[src/design/wadm_pkg.sv]
// shared constants for the weighted absolute deviation minimum search
package wadm_pkg;

  localparam int unsigned DEPTH_DEF       = 256;
  localparam int unsigned VALUE_BITS_DEF  = 20;
  localparam int unsigned WEIGHT_BITS_DEF = 20;
  localparam int unsigned QUEUE_DEPTH     = 2;

  localparam int unsigned COST_BITS = 49;
  localparam logic [COST_BITS-1:0] COST_MAX = '1;

endpackage

[src/design/wadm_queue.sv]
// short command queue between the load front end and the search back end
module wadm_queue
  import wadm_pkg::*;
#(
  parameter int unsigned WIDTH = 8
) (
  input  logic             clk_i,
  input  logic             rst_ni,
  input  logic             push_i,
  input  logic [WIDTH-1:0] wdata_i,
  output logic             full_o,
  input  logic             pop_i,
  output logic [WIDTH-1:0] rdata_o,
  output logic             valid_o
);

  localparam int unsigned PW = (QUEUE_DEPTH > 1) ? $clog2(QUEUE_DEPTH) : 1;
  localparam int unsigned CW = $clog2(QUEUE_DEPTH + 1);

  logic [WIDTH-1:0] slot_q [QUEUE_DEPTH];
  logic [PW-1:0]    wptr_q, wptr_d, rptr_q, rptr_d;
  logic [CW-1:0]    fill_q, fill_d;
  logic             do_push, do_pop;

  assign full_o  = (fill_q == CW'(QUEUE_DEPTH));
  assign valid_o = (fill_q != '0);
  assign do_push = push_i && !full_o;
  assign do_pop  = pop_i && valid_o;
  assign rdata_o = slot_q[rptr_q];

  always_comb begin
    wptr_d = wptr_q;
    rptr_d = rptr_q;
    fill_d = fill_q;
    if (do_push) begin
      wptr_d = (wptr_q == PW'(QUEUE_DEPTH - 1)) ? '0 : wptr_q + PW'(1);
    end
    if (do_pop) begin
      rptr_d = (rptr_q == PW'(QUEUE_DEPTH - 1)) ? '0 : rptr_q + PW'(1);
    end
    if (do_push && !do_pop) begin
      fill_d = fill_q + CW'(1);
    end else if (do_pop && !do_push) begin
      fill_d = fill_q - CW'(1);
    end
  end

  always_ff @(posedge clk_i or negedge rst_ni) begin
    if (!rst_ni) begin
      wptr_q <= '0;
      rptr_q <= '0;
      fill_q <= '0;
    end else begin
      wptr_q <= wptr_d;
      rptr_q <= rptr_d;
      fill_q <= fill_d;
    end
  end

  always_ff @(posedge clk_i) begin
    if (do_push) begin
      slot_q[wptr_q] <= wdata_i;
    end
  end

endmodule

[config.mk]
export PLATFORM = sky130hd
export DESIGN_NAME = wadm_queue
export DESIGN_NICKNAME = d
export VERILOG_FILES = /design/src/design/wadm_pkg.sv /design/src/design/wadm_queue.sv
export SDC_FILE = /design/constraint.sdc
export NUM_CORES = 1
export LEC_CHECK = 0
export BUFFER_PORTS_ARGS = -buffer_cell sky130_fd_sc_hd__buf_2
export CELL_PAD_IN_SITES_DETAIL_PLACEMENT = 1
export CELL_PAD_IN_SITES_GLOBAL_PLACEMENT = 2
export CORE_MARGIN = 2
export CORE_UTILIZATION = 39
export CTS_BUF_LIST = sky130_fd_sc_hd__clkbuf_8
export DETAILED_ROUTE_END_ITERATION = 12
export HOLD_SLACK_MARGIN = 0.1
export PLACE_DENSITY_LB_ADDON = 0.2
export REMOVE_ABC_BUFFERS = 1
export SYNTH_ARGS = -nofsm -noshare
export SYNTH_HDL_FRONTEND = slang
export SYNTH_SLANG_ARGS = --single-unit
[constraint.sdc]
create_clock -name clk_i -period 3.2 [get_ports clk_i]
set_input_delay 0.64 -clock clk_i [delete_from_list [all_inputs] [get_ports clk_i]]
set_output_delay 0.64 -clock clk_i [all_outputs]
set_load 0.01 [all_outputs]
==> summary.txt <==
Run status
  – Status: finished, final reports clean

Layout
  – Layout cells sized above 1: 41.2%
  – # diodes: 0
  – Nets: 82
  – Fin area: 991 sq um
  – P&R area growth vs syn: 26.1%

Place
  – PortBufs: 21
  – RD Place Congestion: 0.643
  – Placed Area: 920 sq um

Drt
  – Met1 wire length: 509 um
  – DR top layer: met3
  – DRC Markers: 0
  – Vias per cell: 4.35
  – Routed WL: 1200 um
  – Avg WL per Cell: between 10 and 15 um
  – Drt first pass iters: 2
  – Vias: 413
  – Routed Antenna Nets: 0
  – Wire length on met2: 638 um
  – Detail Route met3 WL: 47 um
  – Initial DRC Count: 3

STA
  – Worst relative slew slack: 55.4%
  – Max Clock Freq: 503 MHz
  – RSZ-0062 raised after global routing: false
  – Final Skew: 8.63 ps
  – Final hold slack: 174 ps
  – Slew Limit Fails: 0
  – Setup TNS: 0 ps
  – Final Hold Fails: 0
  – Actual slew at the worst max-slew pin: 667 ps
  – Final setup fails: 0
  – Period utilization: 62.1%
  – Final min period: 1990 ps

Clocking
  – CTS H-Tree Depth: 1
  – Clock root buffer: clkbuf_8
  – CTS Hold Bufs: 0
  – Clock slew at reported path FFs: about 70 ps
  – Clock sinks: 20
  – Clk_lat worst skew: 250 ps
  – CTS tree: yes
  – Post-CTS resize count: 0
  – CTS buffer count: 3
  – Worst-case clock buffer depth: 2
  – Setup Fix Bufs, Post-CTS: 0

Synthesis
  – Seq/Total Area, Yosys: 73.9%
  – Unique cell type count in the Yosys netlist: 14
  – Yosys warns: 0
  – Synth Register Bits: 20
  – Post-synth ARST share: 20.0%
  – Main area contributors after synthesis: edfxtp_1, dfrtp_1, mux2_1
  – Synth area leader: edfxtp_1
  – Area share of the largest cell type after synthesis: between 60% and 70%
  – Dominant synthesized flop cell: edfxtp_1
  – Synth Cell Area: about 790 sq um
  – Post-Syn Instances: 44
  – Syn avg cell area: 17.9 sq um
  – Most common cell in the netlist: edfxtp_1
  – EDFF count, synth: 16
  – Top post-synthesis cells by count: edfxtp_1, mux2_1, dfrtp_1

GRT
  – Largest net degree at the start of global routing: 13
  – Vias in the first global route: 459
  – First-pass GRT wire length: approximately 2100 um
  – Antenna violations before repair: 0
  – GR Overflow Total: 0
  – Total GRT Usage: 12.1%

Pwr
  – P_leak: 0.409 nW
  – P_sw: around 260 uW
  – Worst vdd ir: 0.585 mV
  – Internal: 664 uW
  – Clock power share: between 20% and 30%
  – PD cells: ~930 nW/um^2
  – Comb pwr share: a little under 30%
  – Sequential Power Share: 44.9%
  – Sw frac: 28.3%

Worst setup path
  – Worst Setup End Kind: output pin
  – Max FO, Critical Path: 9
  – Reg2Reg Setup Slack: around 1600 ps
  – CP Launch Type: flip-flop
  – Crit path kind: reg2out
  – Arr. time, crit path: 1350 ps
  – Worst Path Required: 2560 ps

Floorplanning
  – Die Height: 48.9 um
  – Core ar.: 1920 sq um
  – Boundary pin count: 22
  – Starting Density: 40.9%
  – Die width: ~50 um
  – Row count: 16
  – DIE AREA: 2390 sq um

Min path
  – HP Class: in2async

Job
  – Max-capacitance violation count: 0
## path summary, 6_finish.rpt
kind                       startpoint            to  cells after the start
max                            rptr_q    rdata_o[5]                      2
min                            rst_ni        wptr_q                      1
max reg2reg                 fill_q[0]  slot_q[0][2]                      3
min reg2reg                    wptr_q        wptr_q                      1
max in group asynchronous      rst_ni        rptr_q                      1
min in group clk_i             wptr_q        wptr_q                      1
## logic make-up (layout without fill, tap and decap cells)
group | count (synthesis) | count (layout) | share of synthesized area [%]
mux | 8 | 8 | 11.5
simple gates | 7 | 7 | 5.89
fa+ha+maj | 1 | 1 | 1.59
flops | 20 | 20 | 73.9
xor+xnor | 5 | 5 | 5.57
buf+inv | 3 | 27 | 1.59
## area by class of cell
class | instances | area [sq um]
Timing Repair Buffer | 21 | 105
Tap cell | 27 | 33.8
Fill cell | 213 | 931
Multi-Input combinational cell | 21 | 193
Clock buffer | 3 | 41.3
Clock inverter | 1 | 30.0
Sequential cell | 20 | 581
Inverter | 2 | 7.51
## power groups by stage
stage          sequential (mW)  clock [mW]  combinational, mW
2_1_floorplan            0.408           0              0.188
3_3_place_gp             0.422           0              0.267
3_5_place_dp             0.423           0              0.273
4_1_cts                  0.418       0.249              0.276
5_1_grt                  0.430       0.267              0.301
6_report                 0.416       0.243              0.268
## per-stage QoR
stage / util [%] / power (mW) / worst slack (ps) / cells
floorplan: - / 0.596 / 1670 / 43
global placement: 47.9 / 0.689 / 1500 / 91
detailed placement: 47.9 / 0.696 / 1470 / 91
CTS: 51.6 / 0.943 / 1190 / 95
global route: 51.6 / 0.997 / 1130 / 95
finish: 51.6 / 0.926 / 1210 / 95
## critical path, stage by stage, from the launching register on
cell and delay, ps:
dfrtp_1 580, mux2_1 370, buf_2 150
## registers in the layout, summed over array words and instances, names as in the netlist
name,cells
wptr_q,1
fill_q,2
rptr_q,1
slot_q,16
## cells in the final DEF, fill, tap and decap left out, drive strengths merged
cell    count
xor2        2
nand2       2
inv         2
or2         1
bufinv      1
xnor2       3
ha          1
mux2        8
buf        21
dfrtp       4
nand2b      1
clkbuf      3
edfxtp     16
and3        1
nor2        2
## per-layer routing
metal	vias up	global-route usage [%]
met4	0	5.71
met5	-	0
met1	199	15.0
met3	0	3.07
met2	12	19.9
li1	202	-
No activity file was read; power rests on OpenSTA's default activity.
