===== config.mk =====
export PLATFORM = sky130hd
export DESIGN_NAME = wadm_front
export DESIGN_NICKNAME = d
export VERILOG_FILES = /design/src/design/wadm_pkg.sv /design/src/design/wadm_front.sv
export SDC_FILE = /design/constraint.sdc
export NUM_CORES = 1
export LEC_CHECK = 0
export ABC_CLOCK_PERIOD_IN_PS = 6300
export BUFFER_PORTS_ARGS = -buffer_cell sky130_fd_sc_hd__buf_2
export CORE_MARGIN = 10
export CORE_UTILIZATION = 54
export DETAILED_ROUTE_END_ITERATION = 10
export PLACE_DENSITY_LB_ADDON = 0.08
export SLEW_MARGIN = 5
export SYNTH_ARGS = -nofsm -noshare
export SYNTH_HDL_FRONTEND = slang
export SYNTH_SLANG_ARGS = --single-unit

===== constraint.sdc =====
create_clock -name clk_i -period 6.3 [get_ports clk_i]
set_input_delay 0.945 -clock clk_i [delete_from_list [all_inputs] [get_ports clk_i]]
set_output_delay 0.945 -clock clk_i [all_outputs]
set_load 0.02 [all_outputs]

===== src/design/wadm_pkg.sv =====
// shared constants for the weighted absolute deviation minimum search
package wadm_pkg;

  localparam int unsigned DEPTH_DEF       = 256;
  localparam int unsigned VALUE_BITS_DEF  = 20;
  localparam int unsigned WEIGHT_BITS_DEF = 20;
  localparam int unsigned QUEUE_DEPTH     = 2;

  localparam int unsigned COST_BITS = 49;
  localparam logic [COST_BITS-1:0] COST_MAX = '1;

endpackage


===== src/design/wadm_front.sv =====
// front end: accepts pairs, fills the store, tracks bounds, issues search commands
module wadm_front
  import wadm_pkg::*;
#(
  parameter int unsigned DEPTH       = DEPTH_DEF,
  parameter int unsigned VALUE_BITS  = VALUE_BITS_DEF,
  parameter int unsigned WEIGHT_BITS = WEIGHT_BITS_DEF,
  localparam int unsigned AW   = (DEPTH > 1) ? $clog2(DEPTH) : 1,
  localparam int unsigned CNTW = $clog2(DEPTH + 1),
  localparam int unsigned BW   = VALUE_BITS + 1,
  localparam int unsigned CMDW = CNTW + 2 * BW
) (
  input  logic                          clk_i,
  input  logic                          rst_ni,
  input  logic                          start,
  output logic                          busy,
  input  logic [VALUE_BITS-1:0]         sample_value_i,
  input  logic [WEIGHT_BITS-1:0]        sample_weight_i,
  input  logic                          last_pair_i,
  output logic                          wr_en_o,
  output logic [AW-1:0]                 wr_addr_o,
  output logic [VALUE_BITS+WEIGHT_BITS-1:0] wr_data_o,
  output logic                          cmd_push_o,
  output logic [CMDW-1:0]               cmd_o,
  input  logic                          cmd_full_i,
  input  logic                          search_done_i
);

  logic [CNTW-1:0] count_q, count_d, count_n;
  logic [BW-1:0]   lo_q, lo_d, lo_n;
  logic [BW-1:0]   hi_q, hi_d, hi_n;
  logic            wait_q, wait_d;
  logic            accept, store;
  logic [BW-1:0]   v_ext;

  assign busy    = wait_q || cmd_full_i;
  assign accept  = start && !busy;
  assign store   = accept && (count_q < CNTW'(DEPTH));
  assign v_ext   = {1'b0, sample_value_i};

  assign wr_en_o   = store;
  assign wr_addr_o = count_q[AW-1:0];
  assign wr_data_o = {sample_value_i, sample_weight_i};

  always_comb begin
    count_n = count_q;
    lo_n    = lo_q;
    hi_n    = hi_q;
    if (store) begin
      count_n = count_q + CNTW'(1);
      if (v_ext < lo_q) begin
        lo_n = v_ext;
      end
      if (v_ext > hi_q) begin
        hi_n = v_ext;
      end
    end
  end

  assign cmd_push_o = accept && last_pair_i;
  assign cmd_o      = {count_n, lo_n, hi_n};

  always_comb begin
    count_d = count_n;
    lo_d    = lo_n;
    hi_d    = hi_n;
    wait_d  = wait_q;
    if (search_done_i) begin
      wait_d = 1'b0;
    end
    if (cmd_push_o) begin
      count_d = '0;
      lo_d    = '1;
      hi_d    = '0;
      wait_d  = 1'b1;
    end
  end

  always_ff @(posedge clk_i or negedge rst_ni) begin
    if (!rst_ni) begin
      count_q <= '0;
      lo_q    <= '1;
      hi_q    <= '0;
      wait_q  <= 1'b0;
    end else begin
      count_q <= count_d;
      lo_q    <= lo_d;
      hi_q    <= hi_d;
      wait_q  <= wait_d;
    end
  end

endmodule


==> metrics.yaml <==
status:
  outcome: "complete, no violations"
critical_path:
  setup.worst_path.end_class: "output port"
  worstSetupPathType: "input port to output port"
  worst_ep_arrival_time_ps: 3510
  critPathRequiredTime_ps: 5350
  crit_path_max_fanout: 21
  endpoint: "cmd_o[22]"
  regToRegEndpoint: "lo_q[4]"
  startpoint_type: "input port"
  r2r_slack_ps: 3250
  r2r_cells: 8
  reg2reg_from: "lo_q[12]"
  crit_start: "sample_value_i[12]"
yosys:
  syn_area_um2: 3920
  yosys-mux-area-fraction_pct: 13.7
  yosys.area_share.adder_pct: 12.8
  synth_edf_count: 0
  synthDistinctLibCells: 45
  synth_simple_gate_area_share_pct: 11.5
  syn_area_per_cell_um2: 10.5
  syn-num-nets: 460
  synth_top_family_by_area: "buffers and inverters"
  syn_inst: 374
  ys_async_sr_fraction_pct: 100
  synth_compound_area_share_pct: 11.1
  yosysWarningCount: 0
  synth_xor_xnor_area_share_pct: 1.56
  ys_seq_area_share_pct: 33.8
  synth-seq-cells: 52
  synthFlopType: "dfrtp_1"
floorplan:
  coreArea_um2: 7180
  num_rows: 31
  ios: 148
  start_util_pct: 54.7
  die_y_um: 105
  dieArea_um2: 11100
  die_x_um: 105
cts:
  cts_tree: "done"
  cts_root_buf: "clkbuf_8"
  ctsLongestPathBuffers: 2
  htree_levels: 2
  cts.sink_count: 52
  holdBufCountCts: 0
  cts-buffers-inserted: 5
  clk-insertion-delay-late_ps: 310
  cts_resized: 0
  post_cts_buffers: 0
  clkTransAtPathRegs_ps: 100
timing:
  setup_viol: 0
  maxSlewHeadroom_pct: 37.2
  holdWs_ps: 542
  hold_viol_final: 0
  period_minus_slack_ps: 4460
  rsz0062_at_grt: "no"
  slew_violations: 0
  tns_ps: 0
  skew_ps: 10.3
  worstMarginPinSlew_ps: 942
  min_period_over_period_pct: 70.7
  max_clock_freq_mhz: 224
finish:
  final_layout_size_suffix_gt1_share_pct: 44.2
  final_area_um2: 4270
  final_util_pct: 59.6
  diodes: 0
  final_common_cell: "buf_2"
  multi_input_area_um2: 1980
  final_cell_mix: "buf_2 (107), inv_1 (43), ha_1 (40)"
  regArea_um2: 1330
  nFillCells: 652
  fin_nets: 517
  syn_to_final_growth_pct: 8.96
route:
  avgViaCountPerCell: 5.23
  drt_iter0_markers: 103
  antenna_left: 0
  routedWlPerCell_um: 17.1
  vias: 2776
  first_pass_iters: 4
  drc: 0
  drt_wl_total_um: 9070
place:
  place_area_um2: 4150
  dp_hpwl_um: 6840
  numPortBuffers: 107
  gp_congestion: 0.787
grt:
  grt_util_all_layers_pct: 16.5
  antenna_found_initial: 0
  grt_pass1_vias: 2984
  grt_max_degree: 53
  overflow: 0
  grt_pass1_wl_um: 15300
hold_path:
  min_path_cells: 1
  min_path_type: "flop to flop"
power_and_ir_drop:
  vdd_drop_max_mv: 0.195
  power_density_nw_per_um2: 410
  p_total_mw: 1.75
  p_leak_nw: 2.30
run:
  drv_cap: 0
logic make-up (layout without fill, tap and decap cells):
| family | Yosys count | after routing |
|---|---|---|
| buffers and inverters | 103 | 161 |
| DFF | 52 | 52 |
| xor gates and xnor gates | 7 | 7 |
| and+or+nand+nor | 71 | 71 |
| AOI/OAI and AO/OA | 60 | 60 |
| adders and majority gates | 40 | 40 |
| muxes | 41 | 41 |
metrics by stage:
stage,worst slack (ps),instances
after floorplan,2460,374
after global placement,1860,523
after detailed placement,1850,523
after CTS,1840,531
after global routing,1720,531
final,1840,531
flip-flops by register name (all words and copies together), names as in the netlist:
name,count
hi_q,21
lo_q,21
count_q,9
wait_q,1
cell usage after synthesis, types with 2 or more instances:
library cell / number / area share [%]
inv_1: 43 / 4.1
buf_12: 2 / 1.0
dfrtp_1: 31 / 20
xor2_1: 3 / 0.67
o21ai_0: 8 / 1.0
o221a_2: 2 / 0.57
mux2_4: 20 / 7.7
buf_4: 48 / 9.2
xnor2_1: 4 / 0.89
nand3_1: 5 / 0.64
clkbuf_1: 3 / 0.29
ha_1: 40 / 13
nor2_1: 4 / 0.38
a22o_1: 21 / 4.7
nand4_1: 5 / 0.80
and2_1: 10 / 1.6
nor3_1: 3 / 0.38
a21o_1: 3 / 0.57
nand2b_1: 20 / 3.2
mux2_2: 21 / 6.0
a21oi_1: 17 / 2.2
a31o_2: 2 / 0.45
dfstp_2: 21 / 14
nand2_1: 12 / 1.1
buf_2: 6 / 0.77
layer usage:
layer	GRT usage [%]	share of wire (%)	up-vias
li1	-	-	1351
met1	20.2	44	1327
met2	27.5	47	84
met3	5.24	7.3	14
met4	3.92	1.1	0
met5	0	0	-
worst max-delay path: stages:
cell	delay, ps
buf_2	140
ha_1	320
nand4_1	160
a2111oi_0	410
a21o_1	190
a211o_1	750
mux2_2	430
buf_2	160
cell type report:
cell class,instances,area share [%]
repair buffers,110,13.1
clock buffers,6,1.93
well taps,99,2.90
multi-input cells,219,46.4
clock inverters,2,0.907
flip-flops and latches,52,31.1
inverters,43,3.78
how the worst min path moves through the flow:
stage | to | start | slack (ps)
finish | hi_q[6] | hi_q[6] | 540
CTS | hi_q[7] | hi_q[7] | 550
detailed placement | hi_q[6] | hi_q[6] | 520
global placement | hi_q[8] | hi_q[8] | 520
floorplan | hi_q[10] | hi_q[10] | 500
global route | hi_q[4] | hi_q[4] | 560
report_power, final:
| group | internal, mW | total [mW] | leakage (nW) | switching, mW |
|---|---|---|---|---|
| combinational | 0.434 | 0.952 | 1.61 | 0.518 |
| sequential | 0.474 | 0.557 | 0.629 | 0.0837 |
| clock | 0.130 | 0.245 | 0.0614 | 0.114 |
Power figures use the tool's default switching activity.
