===== src/design/wadm_pkg.sv =====
// shared constants for the weighted absolute deviation minimum search
package wadm_pkg;

  localparam int unsigned DEPTH_DEF       = 256;
  localparam int unsigned VALUE_BITS_DEF  = 20;
  localparam int unsigned WEIGHT_BITS_DEF = 20;
  localparam int unsigned QUEUE_DEPTH     = 2;

  localparam int unsigned COST_BITS = 49;
  localparam logic [COST_BITS-1:0] COST_MAX = '1;

endpackage


===== src/design/wadm_back.sv =====
// back end: bisection search, one pass over the store per probe
module wadm_back
  import wadm_pkg::*;
#(
  parameter int unsigned DEPTH       = DEPTH_DEF,
  parameter int unsigned VALUE_BITS  = VALUE_BITS_DEF,
  parameter int unsigned WEIGHT_BITS = WEIGHT_BITS_DEF,
  localparam int unsigned AW   = (DEPTH > 1) ? $clog2(DEPTH) : 1,
  localparam int unsigned CNTW = $clog2(DEPTH + 1),
  localparam int unsigned BW   = VALUE_BITS + 1,
  localparam int unsigned CMDW = CNTW + 2 * BW
) (
  input  logic                              clk_i,
  input  logic                              rst_ni,
  input  logic                              cmd_valid_i,
  input  logic [CMDW-1:0]                   cmd_i,
  output logic                              cmd_pop_o,
  output logic                              rd_en_o,
  output logic [AW-1:0]                     rd_addr_o,
  input  logic [VALUE_BITS+WEIGHT_BITS-1:0] rd_data_i,
  output logic                              search_done_o,
  output logic                              result_valid_o,
  output logic [COST_BITS-1:0]              minimum_cost_o
);

  localparam int unsigned SW = VALUE_BITS + 2;
  localparam int unsigned DW = VALUE_BITS + 1;
  localparam int unsigned PW = DW + WEIGHT_BITS;
  localparam int unsigned XW = (PW > COST_BITS) ? PW : COST_BITS;

  typedef enum logic [5:0] {
    S_IDLE   = 6'b000001,
    S_PROBE  = 6'b000010,
    S_SCAN   = 6'b000100,
    S_DRAIN  = 6'b001000,
    S_DECIDE = 6'b010000,
    S_EMIT   = 6'b100000
  } state_e;

  state_e                 state_q, state_d;
  logic [CNTW-1:0]        cnt_q, cnt_d;
  logic [CNTW-1:0]        idx_q, idx_d;
  logic signed [SW-1:0]   lo_q, lo_d, hi_q, hi_d, mid_q, mid_d;
  logic [COST_BITS-1:0]   best_q, best_d;
  logic                   rd_vld_q, prod_vld_q;
  logic [PW-1:0]          prod_q [3];
  logic [PW-1:0]          prod_d [3];
  logic [COST_BITS-1:0]   sum_q [3];
  logic [COST_BITS-1:0]   sum_d [3];

  logic [VALUE_BITS-1:0]  rd_v;
  logic [WEIGHT_BITS-1:0] rd_w;
  logic signed [SW-1:0]   pt [3];
  logic signed [SW-1:0]   diff [3];
  logic [SW-1:0]          mag [3];
  logic [XW-1:0]          pext [3];
  logic [COST_BITS-1:0]   psat [3];
  logic [COST_BITS:0]     acc [3];

  logic [CNTW-1:0]        cmd_cnt;
  logic [BW-1:0]          cmd_lo, cmd_hi;
  logic signed [SW-1:0]   span, next_lo, next_hi;
  logic [COST_BITS-1:0]   left_c, here_c, right_c;
  logic                   stop;

  assign {cmd_cnt, cmd_lo, cmd_hi} = cmd_i;
  assign {rd_v, rd_w} = rd_data_i;

  assign rd_en_o   = (state_q == S_SCAN);
  assign rd_addr_o = idx_q[AW-1:0];
  assign cmd_pop_o = (state_q == S_IDLE) && cmd_valid_i;

  // distances and products for mid-1, mid, mid+1
  always_comb begin
    for (int k = 0; k < 3; k++) begin
      pt[k]     = mid_q - SW'(1) + SW'(k);
      diff[k]   = $signed({2'b00, rd_v}) - pt[k];
      mag[k]    = diff[k][SW-1] ? SW'(-diff[k]) : SW'(diff[k]);
      prod_d[k] = PW'(mag[k][DW-1:0]) * PW'(rd_w);
    end
  end

  // saturating accumulation
  always_comb begin
    for (int k = 0; k < 3; k++) begin
      pext[k] = XW'(prod_q[k]);
      psat[k] = (pext[k] > XW'(COST_MAX)) ? COST_MAX : pext[k][COST_BITS-1:0];
      acc[k]  = {1'b0, sum_q[k]} + {1'b0, psat[k]};
    end
  end

  assign left_c  = sum_q[0];
  assign here_c  = sum_q[1];
  assign right_c = sum_q[2];
  assign span    = hi_q - lo_q;

  always_comb begin
    stop    = 1'b0;
    next_lo = lo_q;
    next_hi = hi_q;
    if ((here_c < left_c) && (here_c < right_c)) begin
      stop = 1'b1;
    end else if ((here_c < left_c) && (here_c > right_c)) begin
      next_lo = mid_q + SW'(1);
    end else begin
      next_hi = mid_q - SW'(1);
    end
  end

  always_comb begin
    state_d = state_q;
    cnt_d   = cnt_q;
    idx_d   = idx_q;
    lo_d    = lo_q;
    hi_d    = hi_q;
    mid_d   = mid_q;
    best_d  = best_q;
    for (int k = 0; k < 3; k++) begin
      sum_d[k] = sum_q[k];
      if (prod_vld_q) begin
        sum_d[k] = (acc[k] > {1'b0, COST_MAX}) ? COST_MAX : acc[k][COST_BITS-1:0];
      end
    end
    case (state_q)
      S_IDLE: begin
        if (cmd_valid_i) begin
          cnt_d   = cmd_cnt;
          lo_d    = $signed({1'b0, cmd_lo});
          hi_d    = $signed({1'b0, cmd_hi});
          best_d  = COST_MAX;
          state_d = S_PROBE;
        end
      end
      S_PROBE: begin
        mid_d = lo_q + (span >>> 1);
        idx_d = '0;
        for (int k = 0; k < 3; k++) begin
          sum_d[k] = '0;
        end
        state_d = S_SCAN;
      end
      S_SCAN: begin
        idx_d = idx_q + CNTW'(1);
        if (idx_q == cnt_q - CNTW'(1)) begin
          state_d = S_DRAIN;
        end
      end
      S_DRAIN: begin
        if (!rd_vld_q && !prod_vld_q) begin
          state_d = S_DECIDE;
        end
      end
      S_DECIDE: begin
        if (here_c < best_q) begin
          best_d = here_c;
        end
        lo_d = next_lo;
        hi_d = next_hi;
        if (stop || (next_lo > next_hi)) begin
          state_d = S_EMIT;
        end else begin
          state_d = S_PROBE;
        end
      end
      S_EMIT: begin
        state_d = S_IDLE;
      end
      default: begin
        state_d = S_IDLE;
      end
    endcase
  end

  always_ff @(posedge clk_i or negedge rst_ni) begin
    if (!rst_ni) begin
      state_q    <= S_IDLE;
      rd_vld_q   <= 1'b0;
      prod_vld_q <= 1'b0;
      best_q     <= COST_MAX;
      for (int k = 0; k < 3; k++) begin
        sum_q[k] <= '0;
      end
    end else begin
      state_q    <= state_d;
      rd_vld_q   <= rd_en_o;
      prod_vld_q <= rd_vld_q;
      best_q     <= best_d;
      for (int k = 0; k < 3; k++) begin
        sum_q[k] <= sum_d[k];
      end
    end
  end

  always_ff @(posedge clk_i) begin
    cnt_q <= cnt_d;
    idx_q <= idx_d;
    lo_q  <= lo_d;
    hi_q  <= hi_d;
    mid_q <= mid_d;
    for (int k = 0; k < 3; k++) begin
      prod_q[k] <= prod_d[k];
    end
  end

  assign search_done_o  = (state_q == S_EMIT);
  assign result_valid_o = (state_q == S_EMIT);
  assign minimum_cost_o = best_q;

  a_prod_follows_read: assert property (@(posedge clk_i) disable iff (!rst_ni)
    prod_vld_q |-> $past(rd_vld_q))
    else $error("product stage valid without a read");

  a_decide_drained: assert property (@(posedge clk_i) disable iff (!rst_ni)
    (state_q == S_DECIDE) |-> (!rd_vld_q && !prod_vld_q))
    else $error("decision taken before the pass drained");

  a_read_in_range: assert property (@(posedge clk_i) disable iff (!rst_ni)
    rd_en_o |-> (idx_q < cnt_q))
    else $error("read beyond loaded pairs");

  a_best_monotone: assert property (@(posedge clk_i) disable iff (!rst_ni)
    ((state_q != S_IDLE) && ($past(state_q) != S_IDLE)) |-> (best_q <= $past(best_q)))
    else $error("best cost rose during a search");

endmodule


===== config.mk =====
export PLATFORM = sky130hd
export DESIGN_NAME = wadm_back
export DESIGN_NICKNAME = d
export VERILOG_FILES = /design/src/design/wadm_pkg.sv /design/src/design/wadm_back.sv
export SDC_FILE = /design/constraint.sdc
export NUM_CORES = 2
export LEC_CHECK = 0
export BUFFER_PORTS_ARGS = -buffer_cell sky130_fd_sc_hd__buf_2
export CAP_MARGIN = 10
export CORE_MARGIN = 3
export CORE_UTILIZATION = 61
export CTS_BUF_LIST = sky130_fd_sc_hd__clkbuf_4
export DETAILED_ROUTE_END_ITERATION = 10
export HOLD_SLACK_MARGIN = 0.12
export PLACE_DENSITY = 0.81
export SKIP_CTS_REPAIR_TIMING = 1
export SYNTH_ARGS = -nofsm -noshare
export SYNTH_HDL_FRONTEND = slang
export SYNTH_SLANG_ARGS = --single-unit

===== constraint.sdc =====
create_clock -name clk_i -period 11.25 [get_ports clk_i]
set_clock_uncertainty 0.2 [all_clocks]
set_input_delay 1.6875 -clock clk_i [delete_from_list [all_inputs] [get_ports clk_i]]
set_output_delay 1.6875 -clock clk_i [all_outputs]
set_load 0.01 [all_outputs]

==> impl_metrics.yaml <==
critical_path:
  path_max_fanout: 5
  cp_num_cells: 45
  cp_slowest_stage_delay_ns: 0.62
  crit_slowest_cell: "or4_4"
  critPathKind: "reg -> reg"
  critPathCaptureType: "register"
  crit_required_ns: 11.97
  crit_buf_inv: 13
  cp.arrival_ns: 12.18
  reg2reg_depth: 45
  worst_setup_path_start_kind: "register"
  crit_family: "adder cells"
global_routing:
  grt_max_degree: 112
  grt_overflow_total: 0
  first_global_vias: 64900
  grt_pass1_wl_mm: 343
  grt_usage_pct: 34.4
  antenna_found_initial: 7
yosys:
  synth_cell_types: 89
  avgSynthCellArea_um2: 8.72
  seq_area_frac_synth_pct: 13.7
  synth_area_leaders: "fa_1 28%, ha_1 14%, inv_1 7.5%"
  syn_area_mm2: 0.0738
  yosys.area.top_type: "fa_1"
  synth_commonest_cells: "1478 x inv_1, 1023 x fa_1, 853 x ha_1"
  yosysMostFrequentCell: "inv_1"
  yosysWarnings: 0
  synth_flop_cell: "dfrtp_1"
  netlist.area_leader.share_pct: 27.7
  syn_nets: 10400
  synthArstFlopShare_pct: 49.8
  syn_inst: 8460
  ys_ff_latch: 410
  synth_edf_count: 84
sta:
  fin_ws_ns: -0.209
  fin_crit_sh_pct: 102
  finalHoldViolCount: 0
  slew_headroom_pct: 21.4
  tightest_slew_ns: 1.18
  max_freq_ghz: 0.0873
  setup_viol: 7
  slew_violations: 0
  min_period_ns: 11.46
  rsz0062_at_grt: "true"
placement:
  place_ws_ns: -0.830
  io_buffers: 154
  gp_congestion: 0.977
  dp_hpwl_mm: 171
die:
  num_io_pins: 155
  row_count: 126
  design.core.area_mm2: 0.119
  die_w_um: 354
  start_util_pct: 62.0
  die_height_um: 354
  dieArea_mm2: 0.125
drt:
  wl_per_cell_um: 20.6
  avgViaCountPerCell: 5.88
  finalWirelength_mm: 220
  firstDrtPassIters: 9
  via_count: 62800
  first_iter_violations: 5357
  drc: 0
  antenna_violating_nets_post_route: 0
final_layout:
  nets: 10900
  area_delta_synth_final_pct: 13.1
  drive_above_1_share_pct: 15.3
  fin_util_pct: 70.1
clock_tree:
  clkTransAtPathRegs_ns: 0.07
  tritoncts: "yes"
  clockBufferDepth: 3
  clkLatencyLatePin_ns: 1.06
  htree_levels: 3
  cts_sinks: 410
  cts_root_buffer: "clkbuf_4"
  tritoncts.num_buffers: 112
outcome:
  violations: "negative setup slack"
  status: "finished, violations left"
worst_hold_path:
  hp-class: "reg -> reg"
  hold_depth: 0
run:
  maxCapViolCount: 0
## final cells by class
class | count | area (um^2)
multi-input combinational | 6145 | 58100
fill | 8882 | 35500
sequential | 410 | 10100
timing repair buffer | 827 | 6280
inverter | 1480 | 5560
tap | 1600 | 2000
clock buffer | 149 | 1120
clock inverter | 63 | 334
antenna | 7 | 17.5
## kinds of logic after synthesis
| kind of cell | Yosys count | synth area share [%] |
|---|---|---|
| compound gates | 1454 | 12.2 |
| xor+xnor | 433 | 5.21 |
| fa+ha+maj | 1876 | 42.2 |
| buf+inv | 1905 | 9.84 |
| flops | 410 | 13.7 |
| mux | 73 | 1.03 |
| simple gates | 2309 | 15.7 |
## routing by layer
layer  part of all wire [%]  vias up  track usage, %
met4                    6.0        0            16.5
met1                     38    30700            43.6
met5                      0        -               0
met3                    9.7      753            7.19
li1                       -    28200               -
met2                     46     3100            56.2
## stage by stage
stage | setup TNS (ns) | hold WS (ns) | cells | instance area [um^2]
2_1_floorplan | 0 | 0.170 | 8460 | 73800
3_3_place_gp | -14.04 | 0.199 | 10400 | 79700
3_5_place_dp | -20.70 | 0.204 | 10400 | 79700
4_1_cts | -18.64 | 0.231 | 10600 | 81100
5_1_grt | -7.67 | 0.258 | 10700 | 83500
6_report | -0.706 | 0.221 | 10700 | 83500
## state kept, by name, summed over array words and instances (netlist names)
signal,count
idx_q,9
hi_q,22
prod_vld_q,1
prod_q,122
right_c,49
rd_vld_q,1
state_q,6
here_c,49
left_c,49
mid_q,22
lo_q,22
cnt_q,9
minimum_cost_o,49
## placed cells by master, fill, tap and decap left out, types with 24 or more instances in the layout
cell and count:
a21o_1 226, clkinv_1 39, nand2b_1 71, o21bai_1 46, mux2i_1 49, a31oi_1 134, dfstp_2 50, xor2_1 139
xnor2_1 242, nand4_1 77, and3_1 41, nand2_1 768, ha_1 822, nor2_1 298, and2_1 622, o21a_1 44
nor3_1 66, clkbuf_4 149, dfxtp_1 122, dfrtp_1 153, or3_1 24, a21oi_1 336, nor2b_1 123, inv_1 1466
o21ai_0 353, fa_2 31, a211oi_1 36, xnor2_2 28, buf_6 37, nand3_1 95, mux2_2 24, a21oi_2 32
buf_4 613, buf_2 153, fa_1 992, edfxtp_1 84
## worst paths after layout
kind                                         start                endpoint  slack (ns)
worst max-delay path            mid_q[0]$_DFFE_PN_  prod_q[0][122]$_DFF_P_       -0.21
worst min-delay path            rd_vld_q$_DFF_PN0_    prod_vld_q$_DFF_PN0_        0.22
worst max register to register  mid_q[0]$_DFFE_PN_  prod_q[0][122]$_DFF_P_       -0.21
worst min register to register  rd_vld_q$_DFF_PN0_    prod_vld_q$_DFF_PN0_        0.22
max in group asynchronous                   rst_ni  left_c[47]$_DFFE_PN0P_        8.14
min in group asynchronous                   rst_ni   here_c[9]$_DFFE_PN0P_        0.42
Power is not shown: default switching activity piles up to over one toggle a cycle in this logic, so the estimate is an artifact.
