<file path="src/design/wadm_ram.sv">
// generic single write port, single read port ram with registered read data
module wadm_ram #(
  parameter int unsigned WIDTH = 8,
  parameter int unsigned DEPTH = 16,
  localparam int unsigned AW = (DEPTH > 1) ? $clog2(DEPTH) : 1
) (
  input  logic             clk_i,
  input  logic             we_i,
  input  logic [AW-1:0]    waddr_i,
  input  logic [WIDTH-1:0] wdata_i,
  input  logic             re_i,
  input  logic [AW-1:0]    raddr_i,
  output logic [WIDTH-1:0] rdata_o
);

  logic [WIDTH-1:0] mem_q [DEPTH];
  logic [WIDTH-1:0] rdata_q;

  always_ff @(posedge clk_i) begin
    if (we_i) begin
      mem_q[waddr_i] <= wdata_i;
    end
    if (re_i) begin
      rdata_q <= mem_q[raddr_i];
    end
  end

  assign rdata_o = rdata_q;

endmodule

</file>
<file path="config.mk">
export PLATFORM = sky130hd
export DESIGN_NAME = wadm_ram
export DESIGN_NICKNAME = d
export VERILOG_FILES = /design/src/design/wadm_ram.sv
export SDC_FILE = /design/constraint.sdc
export NUM_CORES = 1
export LEC_CHECK = 0
export BUFFER_PORTS_ARGS = -buffer_cell sky130_fd_sc_hd__buf_4
export CORE_UTILIZATION = 50
export DETAILED_ROUTE_END_ITERATION = 10
export MAX_ROUTING_LAYER = met4
export PLACE_DENSITY_LB_ADDON = 0.2
export SETUP_SLACK_MARGIN = 0.4
export SYNTH_ARGS = -nofsm -noshare
export SYNTH_HDL_FRONTEND = slang
export SYNTH_SLANG_ARGS = --single-unit
</file>
<file path="constraint.sdc">
create_clock -name clk_i -period 4.2 [get_ports clk_i]
set_input_delay 0.21 -clock clk_i [delete_from_list [all_inputs] [get_ports clk_i]]
set_output_delay 0.21 -clock clk_i [all_outputs]
set_load 0.02 [all_outputs]
</file>
==> results of run 1 <==
-- metal layers --
layer | vias to the layer above | track usage [%]
met3 | 6 | 4.887
met2 | 86 | 29.33
li1 | 1063 | -
met4 | 0 | 7.041
met5 | - | -
met1 | 1228 | 25.88
-- placed cells by master (no fill, tap or decap), types with 5 or more instances in the layout --
master       n
a22oi_1     16
buf_4       28
clkbuf_16   16
clkinv_2     5
edfxtp_1   136
mux4_1      14
mux4_2      18
nand2_1      9
nor2_1      13
-- final cells by class --
type	instances	area [µm²]	share of cell area (%)
repair buffers	31	240.2	3.918
flip-flops and latches	136	4084	66.61
multi-input cells	83	1062	17.33
clock buffers	18	417.9	6.816
clock inverters	13	160.2	2.612
well taps	133	166.4	2.714
-- synthesized netlist by cell type --
cell type        instances  share of area, %
nand3b_1                 2              0.29
mux4_1                  14               7.0
nor3_1                   4              0.38
nand3_1                  1             0.096
and2b_1                  1              0.14
edfxtp_1               136                78
clkdlybuf4s25_2          3              0.57
nor2b_1                  1              0.12
or3b_2                   1              0.17
buf_4                    1              0.14
nand2b_1                 2              0.24
buf_2                    3              0.29
and2_1                   1              0.12
mux4_2                  18               7.8
nand2_1                  9              0.65
a22oi_1                 16               2.3
nor2_1                  13              0.93
buf_6                    3              0.65
-- kinds of logic after synthesis --
group                  after synthesis  synth area share, %
flip-flops                         136                78.12
AND/OR/NAND/NOR                     35                3.136
multiplexers                        32                14.79
AO/OA/AOI/OAI                       16                2.298
buffers and inverters               10                1.651
-- what timing repair did --
action                                 4_1_cts  5_1_grt
endpoints found under the hold margin       40        0
gates resized for setup                      0        0
hold buffers                                 3        0
-- worst max-delay path by stage --
stage | startpoint | end | cells after the start
2_1_floorplan | waddr_i[2] | mem_q[0][0] | 2
3_3_place_gp | waddr_i[2] | mem_q[0][1] | 3
3_5_place_dp | waddr_i[2] | mem_q[0][0] | 3
4_1_cts | waddr_i[2] | mem_q[0][2] | 3
5_1_grt | waddr_i[2] | mem_q[0][2] | 3
6_report | waddr_i[2] | mem_q[0][3] | 3
-- power groups by stage --
stage	Combinational, W	Clock [W]	Sequential (W)
2_1_floorplan	0.0000772	0	0.00157
3_3_place_gp	0.000144	0	0.00156
3_5_place_dp	0.000146	0	0.00157
4_1_cts	0.000149	0.00147	0.00154
5_1_grt	0.000159	0.00152	0.00154
6_report	0.000146	0.00144	0.00154
-- sequential cells by signal (all words and copies together) (netlist names) --
name,cells
rdata_o,8
mem_q,128
-- worst max-delay path, cell delays in order --
cell	delay, ns
buf_4	0.12
or3b_2	0.51
nor3_1	0.88
-- stage by stage --
step / cell area, µm² / setup WS (ns) / hold slack (ns) / std cells
after CTS: 6131 / 2.593 / 0.001101 / 414
after detailed placement: 5523 / 2.088 / 0.5166 / 380
final: 6131 / 2.597 / 0.01901 / 414
after floorplan: 5228 / 2.497 / 0.3089 / 229
after global placement: 5523 / 2.136 / 0.5170 / 380
after global routing: 6131 / 2.533 / 0.005100 / 414
==> qor.yml, run 1 <==
global_routing:
  overflow: 0
  grt.total_usage_pct: 19.42
  grt_pass1_vias: 2463
  grt_max_degree: 33
  grt_first_pass_wirelength_um: 14270
  antenna_found_initial: 0
final_layout:
  area_delta_synth_final_pct: 17.28
  diodes: 0
  fillCellCount: 689
  fin_nets: 288
  drive_gt1_share_pct: 26.33
  finish.utilization_pct: 61.59
power_and_ir_drop:
  pwr_density_cell_mw_per_mm2: 509.9
  p_clk_share_pct: 46.1
  peakVddDrop_mv: 0.2369
  switching_share_pct: 18.80
  leakage_nw: 2.043
  p_switching_w: 0.0005878
  p_comb_share_pct: 4.7
  p_total_w: 0.003126
  intPower_w: 0.002538
  p_seq_share_pct: 49.2
clock_tree:
  root_buffer: "clkbuf_8"
  cts_tree: "done"
  clock_sinks: 136
  htree_levels: 4
  cts.reportedPaths.clkPinSlew_ns: 0.05
  cts_made_buffers: 17
  cts_setup_buffers: 0
  clk_path_buf_depth: 2
  clkLatencyLatePin_ns: 0.50
detailed_routing:
  wl_met1_um: 3911
  final_antenna_net_count: 0
  drt-pass1-iter-count: 4
  met3WireLength_um: 598
  drc: 0
  wl_per_cell_um: 22.23
  viasPerCell: 5.756
  drtIter0Drc: 151
  wl_met2_um: 4617
  highest_layer: "met4"
  wl_um: 9204
  vias: 2383
timing:
  relSlewSlack_pct: 23.74
  worstMarginPinSlew_ns: 1.135
  setup_viol: 0
  rsz0062_at_grt: "no"
  fin_setup_tns_ns: 0
  slew_violations: 0
  fin_crit_ns: 1.603
  finClkSkew_ns: 0.004977
  timing.fmax_ghz: 0.6240
  fin_crit_sh_pct: 38.16
  finalHoldViolations: 0
critical_path:
  regToRegSetupSlack_ns: 2.73
  crit_path_max_fanout: 8
  worstPathRequired_ns: 4.32
  crit_path_end_kind: "flop"
  worst-setup-path-type: "in2reg"
  arrival_ns: 1.72
  worstReg2RegEnd: "rdata_o[4]"
  r2r-start: "mem_q[0][4]"
  cp-start-kind: "primary input"
  reg2reg_depth: 3
min_path:
  min_from: "wdata_i[7]"
  hold_end: "mem_q[12][7]"
  hold_depth: 1
  hold_path_class: "in2reg"
run:
  max_cap_viol_count: 0
synthesis:
  syn-num-nets: 248
  synth_warnings: 0
  yosys_register_bits: 136
  avgSynthCellArea_um2: 22.83
  yosysSeqAreaShare_pct: 78.12
  synth_area_mm2: 0.005228
  synthCells: 229
  ys_types: 18
die:
  die_area_mm2: 0.01087
  rows: 36
  die_width_um: 104.3
  coreArea_mm2: 0.009955
  num_io_pins: 27
  die_y_um: 104.3
  start_util_pct: 52.51
placement:
  hpwl_um: 5575
  gp_congestion: 0.7290
  port_buffers: 26
run_status:
  status: "completed"
Note: power is estimated with default switching activity, not from simulation.
==> run 2, diff against run 1 <==
--- a/config.mk
+++ b/config.mk
@@ -5,6 +5,7 @@
 export SDC_FILE = /design/constraint.sdc
 export NUM_CORES = 1
 export LEC_CHECK = 0
+export ABC_AREA = 1
 export BUFFER_PORTS_ARGS = -buffer_cell sky130_fd_sc_hd__buf_4
 export CORE_UTILIZATION = 50
 export DETAILED_ROUTE_END_ITERATION = 10
==> constraint.sdc (replaced) <==
create_clock -name clk_i -period 1.6 [get_ports clk_i]
set_input_delay 0.08 -clock clk_i [delete_from_list [all_inputs] [get_ports clk_i]]
set_output_delay 0.08 -clock clk_i [all_outputs]
set_load 0.02 [all_outputs]
==> qor.yml, run 2 <==
timing:
  timing.fmax_ghz: 0.8663
  rsz0062_at_grt: "yes"
  finalHoldViolations: 0  # unchanged
  fin_crit_ns: 1.154
  setup_viol: 0  # unchanged
  fin_crit_sh_pct: 72.14
  slew_violations: 0  # unchanged
  relSlewSlack_pct: 59.94  # +36 points
  worstMarginPinSlew_ns: 0.6002  # -0.5349 ns
  fin_setup_tns_ns: 0  # unchanged
  finClkSkew_ns: 0.007607  # +0.002629 ns
die:
  die_area_mm2: 0.01213  # +12%
  die_y_um: 110.1  # +5.6%
  rows: 39  # +8.3%
  coreArea_mm2: 0.01142  # +15%
  num_io_pins: 27  # unchanged
  die_width_um: 110.1  # +5.6%
  start_util_pct: 51.21  # -1.3 points
final_layout:
  fillCellCount: 938  # +36%
  design_area_mm2: 0.006898  # +13%
  final_cell_mix: "nand2_1, edfxtp_1, inv_1"
  seq_area_mm2: 0.004084  # unchanged
  largest_reg_flops: 128  # unchanged
  area_delta_synth_final_pct: 17.98
  largest_register: "mem_q"
  multi_input_area_mm2: 0.001239  # +17%
  fin_nets: 616  # +110%
  drive_gt1_share_pct: 13.93  # -12 points
  diodes: 0  # unchanged
  final_common_cell: "nand2_1"
min_path:
  min_from: "wdata_i[3]"
  hold_path_class: "in2reg"
  hold_depth: 1  # unchanged
  hold_end: "mem_q[11][3]"
power_and_ir_drop:
  peakVddDrop_mv: 0.6317  # +170%
  pwr_density_cell_mw_per_mm2: 1221  # +140%
  leakage_nw: 2.991  # +46%
detailed_routing:
  viasPerCell: 5.167  # -10%
  drc: 0  # unchanged
  drtIter0Drc: 301  # +99%
  wl_per_cell_um: 16.87  # -24%
  final_antenna_net_count: 0  # unchanged
  drt-pass1-iter-count: 6  # +2
  vias: 3891  # +63%
  wl_um: 12700  # +38%
global_routing:
  grt.total_usage_pct: 23.90  # +4.5 points
  antenna_found_initial: 0  # unchanged
  grt_pass1_vias: 3711  # +51%
  overflow: 0  # unchanged
  grt_first_pass_wirelength_um: 19510  # +37%
  grt_max_degree: 33  # unchanged
synthesis:
  ys.flop_type: "edfxtp_1"
  ys_types: 11  # -7
  synth_warnings: 0  # unchanged
  yosys.area.top_type_share_pct: 69.85  # -8.3 points
  synth-edff-count: 136  # unchanged
  yosys_register_bits: 136  # unchanged
  avgSynthCellArea_um2: 10.61  # -54%
  synthCells: 551  # +140%
  synth_common_cells: "nand2_1, edfxtp_1, inv_1, nand3_1, nor2_1"
  synth_area_mm2: 0.005847  # +12%
  yosysSeqAreaShare_pct: 69.85  # -8.3 points
  yosysMostFrequentCell: "nand2_1"
  async_reset_ff_share_pct: 0  # unchanged
  yosys-top-cells-area: "edfxtp_1, nand2_1, nand3_1, inv_1, buf_6"
  syn-num-nets: 570  # +130%
  synth_top_area_cell: "edfxtp_1"
clock_tree:
  htree_levels: 4  # unchanged
  root_buffer: "clkbuf_16"
  cts.reportedPaths.clkPinSlew_ns: 0.06  # about the same
  clkLatencyLatePin_ns: 0.42  # -0.08 ns
  cts_tree: "done"
  clock_sinks: 136  # unchanged
  clk_path_buf_depth: 2  # unchanged
  cts_made_buffers: 17  # unchanged
placement:
  port_buffers: 26  # unchanged
  gp_congestion: 0.8156  # +12%
  hpwl_um: 7730  # +39%
  place_area_mm2: 0.006257  # +13%
run:
  max_cap_viol_count: 0  # unchanged
critical_path:
  arrival_ns: 1.33  # -0.39 ns
  worstReg2RegEnd: "rdata_o[2]"
  crit_path_max_fanout: 1  # -7
  worstPathRequired_ns: 1.77  # -2.55 ns
  worst-setup-path-type: "reg2reg"
  crit_path_end_kind: "flop"
  r2r-start: "mem_q[11][2]"
  cp-start-kind: "flop"
  regToRegSetupSlack_ns: 0.45  # -2.28 ns
  reg2reg_depth: 6  # +3
run_status:
  status: "completed"
[run 2: cell count changes after synthesis, moves of 4 or more]
cell | previous run | this run
a22oi_1 | 16 | 0
buf_2 | 3 | 13
inv_1 | 0 | 100
mux4_1 | 14 | 0
mux4_2 | 18 | 0
nand2_1 | 9 | 173
nand3_1 | 1 | 97
nor2_1 | 13 | 17
nor3_1 | 4 | 0
[run 2: cells by family after synthesis]
group	synth area share [%]
AND/OR/NAND/NOR	20.76
flip-flops	69.85
buffers and inverters	9.394
[run 2: worst max-delay path, stage by stage (launching register included)]
cell and delay, ns:
edfxtp_1 0.36, inv_1 0.06, nand2_1 0.05, nand3_1 0.10, nand3_1 0.14, nand3_2 0.15
nand2_1 0.05
[run 2: routing by layer]
layer  GRT usage [%]  vias up  share of wire [%]
li1                -     1875                  -
met1           32.49     1845                 45
met2           35.04      151                 46
met3           5.350       20                7.3
met4           9.680        0                1.7
met5               -        -                  0
[run 2: layout make-up]
class	count	area share, %
sequential	136	59.21
multi-input combinational	289	17.96
timing repair buffer	51	6.204
clock buffer	17	6.167
inverter	102	5.551
tap	143	2.594
clock inverter	15	2.322
[run 2: timing repair]
item	CTS	global route
endpoints found under the hold margin	21	0
endpoints found under the setup margin	0	7
resized for setup	0	5
hold buffers	3	0
buffers inserted	0	0
[run 2: where the power goes]
part | switching (W) | internal, W
Sequential | 0.0000195 | 0.00401
Combinational | 0.000366 | 0.000177
Clock | 0.00142 | 0.00242
[run 2: metrics by stage]
stage	utilization, %	total power (W)	hold slack, ns	cells	setup WS (ns)
3_5_place_dp	54.80	0.004636	0.3813	718	0.1745
4_1_cts	60.19	0.008456	0.002962	753	0.4173
2_1_floorplan	-	0.004410	0.1789	551	0.5692
6_report	60.41	0.008419	0.004248	753	0.4457
5_1_grt	60.41	0.008667	0.009633	753	0.3834
3_3_place_gp	54.80	0.004623	0.3906	718	0.1690
[run 2: worst max-delay path by stage]
stage | start | end | slack (ns) | depth (start not counted)
floorplan | waddr_i[2] | mem_q[10][0] | 0.57 | 2
global placement | raddr_i[2] | rdata_o[6] | 0.17 | 5
detailed placement | raddr_i[2] | rdata_o[4] | 0.17 | 5
CTS | mem_q[11][4] | rdata_o[4] | 0.42 | 6
global route | mem_q[1][6] | rdata_o[6] | 0.38 | 6
finish | mem_q[11][2] | rdata_o[2] | 0.45 | 6
